### src/sv/sbc_pkg.sv
// ----------------------------------------------------------------------------
// sbc_pkg: shared widths, constants and types
// Fixed-point widths for the swept box collision pipeline.
// ----------------------------------------------------------------------------
package sbc_pkg;

  localparam int POS_W     = 32;   // signed Q16.16 centre
  localparam int HALF_W    = 31;   // unsigned Q15.16 half extent
  localparam int VEL_W     = 32;   // signed Q16.16 velocity
  localparam int DT_W      = 24;   // unsigned Q8.16 step
  localparam int FRAC_W    = 16;
  localparam int PROD_W    = VEL_W + DT_W + 1;     // velocity * dt
  localparam int DISP_W    = 40;                   // displacement, Q24.16
  localparam int DREL_W    = DISP_W + 1;           // relative displacement
  localparam int EDGE_W    = POS_W + 1;            // box edge
  localparam int SPAN_W    = EDGE_W + 1;           // edge difference
  localparam int NUM_W     = SPAN_W;               // divider numerator
  localparam int DEN_W     = DREL_W;               // divider denominator
  localparam int REM_W     = DEN_W + 1;            // divider remainder
  localparam int Q_W       = 17;                   // Q1.16 time, 1.0 included
  localparam int DIV_STEPS = Q_W;                  // one quotient bit a stage
  localparam int CPROD_W   = DISP_W + Q_W + 1;     // displacement * time
  localparam int CSUM_W    = CPROD_W - FRAC_W + 1; // centre plus offset

  localparam logic [Q_W-1:0]  ONE_Q16  = 17'd65536;
  localparam logic [DT_W-1:0] DT_RESET = 24'd65536;

  // side data that travels alongside the dividers
  typedef struct packed {
    logic signed [POS_W-1:0]  pa_x;
    logic signed [POS_W-1:0]  pa_y;
    logic signed [POS_W-1:0]  pb_x;
    logic signed [POS_W-1:0]  pb_y;
    logic signed [DISP_W-1:0] da_x;
    logic signed [DISP_W-1:0] da_y;
    logic signed [DISP_W-1:0] db_x;
    logic signed [DISP_W-1:0] db_y;
    logic                     ov;          // overlap at time zero
    logic                     fail_static; // static axis separated or no motion
    logic                     act_x;
    logic                     act_y;
    logic                     sneg_x;
    logic                     eneg_x;
    logic                     sneg_y;
    logic                     eneg_y;
  } carry_t;

endpackage

### src/sv/sbc_divider.sv
// ----------------------------------------------------------------------------
// sbc_divider: pipelined restoring divider
// Returns floor(num * 2^16 / den), saturated to all ones at 2^17 or above.
// ----------------------------------------------------------------------------
module sbc_divider (
  input  logic                        clk,
  input  logic                        en,
  input  logic [sbc_pkg::NUM_W-1:0]   num_i,
  input  logic [sbc_pkg::DEN_W-1:0]   den_i,
  output logic [sbc_pkg::Q_W-1:0]     q_o
);

  localparam int STEPS = sbc_pkg::DIV_STEPS;
  localparam int RW    = sbc_pkg::REM_W;
  localparam int DW    = sbc_pkg::DEN_W;
  localparam int QW    = sbc_pkg::Q_W;
  localparam int NW    = sbc_pkg::NUM_W;

  logic [RW-1:0] rem_r [STEPS];
  logic [DW-1:0] den_r [STEPS];
  logic [QW-1:0] q_r   [STEPS];
  logic          sat_r [STEPS];

  genvar j;
  for (j = 0; j < STEPS; j++) begin : g_step
    logic [RW-1:0] rin;
    logic [RW-1:0] dext;
    logic [RW-1:0] rdiff;
    logic [DW-1:0] din;
    logic [QW-1:0] qin;
    logic          sin;
    logic          bit_q;

    if (j == 0) begin : g_first
      assign rin = {{(RW-NW){1'b0}}, num_i};
      assign din = den_i;
      assign qin = '0;
      assign sin = (rin >= {den_i, 1'b0});  // quotient would need bit 17
    end else begin : g_next
      assign rin = {rem_r[j-1][RW-2:0], 1'b0};
      assign din = den_r[j-1];
      assign qin = q_r[j-1];
      assign sin = sat_r[j-1];
    end

    assign dext  = {{(RW-DW){1'b0}}, din};
    assign bit_q = (rin >= dext);
    assign rdiff = rin - dext;

    always_ff @(posedge clk) begin
      if (en) begin
        rem_r[j] <= bit_q ? rdiff : rin;
        den_r[j] <= din;
        q_r[j]   <= {qin[QW-2:0], bit_q};
        sat_r[j] <= sin;
      end
    end
  end

  assign q_o = sat_r[STEPS-1] ? {QW{1'b1}} : q_r[STEPS-1];

endmodule

### config.mk
export PLATFORM = sky130hd
export DESIGN_NAME = sbc_divider
export DESIGN_NICKNAME = d
export VERILOG_FILES = /design/src/sv/sbc_pkg.sv /design/src/sv/sbc_divider.sv
export SDC_FILE = /design/constraint.sdc
export NUM_CORES = 2
export LEC_CHECK = 0
export BUFFER_PORTS_ARGS = -buffer_cell sky130_fd_sc_hd__clkbuf_2
export CAP_MARGIN = 10
export CORE_MARGIN = 8
export CORE_UTILIZATION = 27
export DETAILED_ROUTE_END_ITERATION = 10
export HOLD_SLACK_MARGIN = 0.15
export PLACE_DENSITY = 0.4
export SLEW_MARGIN = 20
export SYNTH_ARGS = -nofsm -noshare
export SYNTH_HDL_FRONTEND = slang
export SYNTH_SLANG_ARGS = --single-unit
### constraint.sdc
create_clock -name clk -period 11.65 [get_ports clk]
set_clock_uncertainty 0.05 [all_clocks]
set_input_delay 1.165 -clock clk [delete_from_list [all_inputs] [get_ports clk]]
set_output_delay 1.165 -clock clk [all_outputs]
set_load 0.005 [all_outputs]
; ---- Word level (Yosys, flattened, before mapping)
; Memories as Yosys holds them, arrays and structs flattened.
; Index checks and enable logic that the tools add are counted.
[word_totals]
ff_bits = 0
ram_bits = 1717
input_bits = 77
out_inout_bits = 17
elab_cells = 59
n_memories = 4
[op_classes]
n_addsub = 17
n_lt_le_gt_ge = 18
n_mux = 20
[memory_table]
columns = name, depth, word_bits, rd, rd_ports_with_merged_regs, wr, line
row1 = rem_r, 17, 42, 16, 0, 17, sbc_divider.sv:19  ; logic [RW-1:0] rem_r [STEPS];
row2 = den_r, 17, 41, 16, 0, 17, sbc_divider.sv:20  ; logic [DW-1:0] den_r [STEPS];
row3 = q_r, 17, 17, 17, 0, 17, sbc_divider.sv:21  ; logic [QW-1:0] q_r [STEPS];
row4 = sat_r, 17, 1, 17, 0, 17, sbc_divider.sv:22  ; logic sat_r [STEPS];
[ops]
columns = cell, count
row1 = $mux 42, 17
row2 = $ge 42x41->1, 16
row3 = $sub 42x41->42, 16
row4 = $ge 34x42->1, 1
row5 = $sub 34x41->42, 1
row6 = $ge 34x41->1, 1
row7 = $mux 17, 1
row8 = $mux 1, 2

; ---- Depth between registers and ports, before layout
; An unclocked memory read counts as a cell.
[logic_depth]
ltp_word = 3
depth_mapped = 17
mapped_depth_nobuf = 15

; ---- Worst setup path after synthesis
; Ideal clock, no wire load.
[synth_timing]
path_kind = input -> register
start = in den_i[7] (netlist bit)
end = mem rem_r[0][11] (netlist bit) (data pin)
setup_ns = 0.267
t_arrival_ns = 3.831
t_required_ns = 11.333
slack_ns = 7.503
path_stages = 14
n_path_buf = 1
cell_sequence = inv_1 > ha_1 > a21o_1 > a221o_1 > a31oi_1 > a21oi_1 > a2111oi_0 > o21bai_1 > a21oi_2 > o211a_1 > a21oi_1 > o21ai_2 > clkbuf_1 > o21ai_0
[synth_rtl]
columns = element, line
row1 = from (decl), sbc_divider.sv:9  ; input logic [sbc_pkg::DEN_W-1:0] den_i,
row2 = to (decl), sbc_divider.sv:19

==> run summary <==
GRT Total Usage: 12.4%
slowest CP cell: o31ai_4
max cap viols: 0
final setup violation count: 0
Slew headroom: 18.6%
Worst-path clk slew: 60 ps
reg2reg start: den_r[0][287]
CTS tree: built
Setup crit start kind: register
Hold Vio Cnt, Final: 0
Synth Area in Simple Gates: 9.58%
Critical Path RT: 12,150 ps
reg2reg end: rem_r[0][356]
routed via count: 59,900
Die Y-Extent: 590 um
Final period util: 47.1%
worst slew pin tran: 1210 ps
Horiz. Die Dim: 590 um
Tmin final: 5480 ps
Iter 0 DRT Violations: 2,895
Inst Count DP: 12,400
IO Port Bufs: 93
leak pwr: 40.6 nW
Post-synth ARST share: 0%
antenna violations before repair: 3
post-CTS setup buffer count: 0
post-synthesis compound-gate area fraction: 16.2%
layout cells sized above 1: 8.38%
Yosys reg bits: 1,482
Area growth, synth to finish: 12.5%
met3 Use GR: 1.63%
status: finished clean
EDFF count, synth: 1,482
Root Driver: clkbuf_16
pin count of the biggest net entering global routing: 152
clk_lat worst skew: 860 ps
mux contribution to synthesized area: 2.99%
Worst setup EP type: register
Non-Filler Instances: 12,800
Peak VDD IR: 117 uV
main combinational cell family by area after synthesis: compound AO/OA/AOI/OAI gates
Post-CTS Resized: 0
final wirelength: 224 mm
cells on worst reg2reg path: 13
1st-pass router iterations: 5
GR Util met2: 24.1%
syn_area_per_cell: 10.9 um^2
Clock Path Buffers: 4
HPWL after DPL: 173 mm
PD cells: 267 mW/mm^2
Cells after Synth: 8,183
Layout Nets: 9,105
register area: 0.0445 mm^2
# IOs: 94
setup TNS: 0 ps
core footprint: 0.327 mm^2
crit-path cells: fa_1, nor2b_1, o211ai_1, a31oi_1, o21bai_1, a21boi_0, o21bai_1, o211ai_1, a21oi_1, o21a_1, o31ai_4, buf_4, mux2_2
xor/xnor share of the synthesized area: 5.78%
Critical Path AT: 5980 ps
Synth Area in Adders: 10.5%
min-delay src: q_r[0][120]
Syn Nets: 8,998
remaining antenna violation count after routing: 0
Hold Crit Depth: 0
ys flop type: edfxtp_1
fmax: 0.182 GHz
clock sinks: 1,482
post-synthesis cell type count: 110
die area: 0.348 mm^2
Hold Crit Class: register to register
Total Power: 0.0267 W
DR WL/cell: 17.5 um
synthesized area: 0.0888 mm^2
vias in the first global route: 63,700
Post-CTS Hold Buffers: 0
CTS H-tree depth: 4
CP max FO: 56
GP Congestion: 0.862
Initial Utilization: 27.1%
delay of the slowest critical-path stage: 700 ps
Slew Viols, Final: 0
Vias/cell: 4.68
Hold EP: q_r[0][138]
# DRC: 0
Cell Rows: 210
gr ovfl total: 0
sequential share of the synthesized area: 50.1%
Multi-input gate area: 0.0401 mm^2
Synth warnings: 0
GR Util met1: 12.4%
first-pass GRT wire length: 347 mm
GRT busiest layer: met2
layout filler cell count: 33,300
worst setup path class: register to register
RSZ-0062 raised after global routing: false
Num CTS Buffers: 194
R2R setup slack: 6170 ps
==> kinds of logic (layout without fill, tap and decap cells) <==
family | Yosys count | after routing
buffers and inverters | 1061 | 1310
and+or+nand+nor | 1801 | 1801
adders and majority gates | 738 | 738
xor gates and xnor gates | 586 | 586
other | 0 | 8
AOI/OAI and AO/OA | 2289 | 2289
muxes | 226 | 226
DFF | 1482 | 1482
==> sequential cells by signal, indices dropped and copies added (netlist names) <==
signal	flops
rem_r	656
den_r	656
q_r	153
sat_r	17
==> through the flow <==
step | utilization (%) | hold slack (ps) | setup WS, ps | area (um^2)
after floorplan | - | 350 | 7500 | 88800
after global placement | 28.7 | 354 | 5750 | 94000
after detailed placement | 28.7 | 355 | 5870 | 94000
after CTS | 30.5 | 282 | 6050 | 99900
after global routing | 30.5 | 298 | 5850 | 99900
final | 30.5 | 298 | 6170 | 99900
==> critical path, delay by kind of cell (launching register included) <==
kind / cells / cell delay [ps]
AO/OA/AOI/OAI: 9 / 2960
adder cells (fa/ha/maj): 1 / 460
buffers and inverters: 1 / 620
flip-flops: 1 / 460
multiplexers: 1 / 410
AND/OR/NAND/NOR: 1 / 160
==> placed cells by master, fill, tap and decap left out, types with 47 or more instances in the layout <==
cell,count
nor2_1,410
xor2_1,258
xnor2_1,328
o21bai_1,84
nand3_1,122
mux2_2,175
nor2b_1,107
o21ai_0,531
ha_1,722
o21a_1,59
nor3_1,72
a211oi_1,47
nand4_1,117
nand2_1,647
and3_1,50
inv_1,840
clkbuf_16,195
a21o_1,386
edfxtp_1,1482
a21oi_1,732
clkbuf_2,92
a31oi_1,81
nand2b_1,90
==> cell usage after synthesis, types with 29 or more instances <==
cell      count  area [um^2]
a21o_1      386         2900
nand2_1     647         2430
xor2_1      258         2260
xnor2_1     328         2870
and2_1       37          231
nor2b_1     108          676
mux2_2      175         1970
o31ai_1      34          255
edfxtp_1   1482        44500
inv_1       840         3150
nand3_1     122          611
nor3_1       73          365
and3_1       50          313
a211oi_1     47          353
nor4_1       33          206
nand2b_1     90          563
a21oi_1     733         3670
o21bai_1     84          631
o21a_1       59          443
a31oi_1      81          507
mux2_4       34          510
o21ai_0     532         2660
o211ai_1     33          248
nor2_1      410         1540
o21ai_1      29          145
ha_1        722         9030
clkbuf_1    124          465
or2_2        31          194
nand4_1     117          732
buf_2        56          280
==> worst max-delay path by stage <==
stage	startpoint	endpoint	slack, ps	cells past startpoint
after floorplan	den_i[7]	rem_r[0][11]	7500	14
final	den_r[0][287]	rem_r[0][356]	6170	13
after global routing	den_r[0][287]	rem_r[0][356]	5850	13
after detailed placement	num_i[0]	rem_r[0][4]	5870	16
after global placement	num_i[0]	rem_r[0][4]	5750	16
after CTS	den_r[0][287]	rem_r[0][356]	6050	13
==> where the power goes <==
group | internal [W] | switching (W)
clock network | 0.00333 | 0.00232
logic | 0.00519 | 0.00717
registers | 0.00794 | 0.000750
total | 0.0165 | 0.0102
==> layer usage <==
layer	vias up	routed length (um)	part of all wire, %
met1	28100	85600	38
met4	0	15100	6.7
met5	-	0	0
met3	620	5950	2.7
met2	1052	117000	52
li1	30100	-	-
==> layout make-up <==
| cell class | instances | area share [%] |
|---|---|---|
| well taps | 4346 | 5.44 |
| clock buffers | 231 | 5.02 |
| inverters | 841 | 3.16 |
| multi-input cells | 5640 | 40.1 |
| flip-flops and latches | 1482 | 44.5 |
| repair buffers | 131 | 0.826 |
| clock inverters | 107 | 0.883 |
| diodes | 8 | 0.0200 |
No activity file was read; power rests on OpenSTA's default activity.
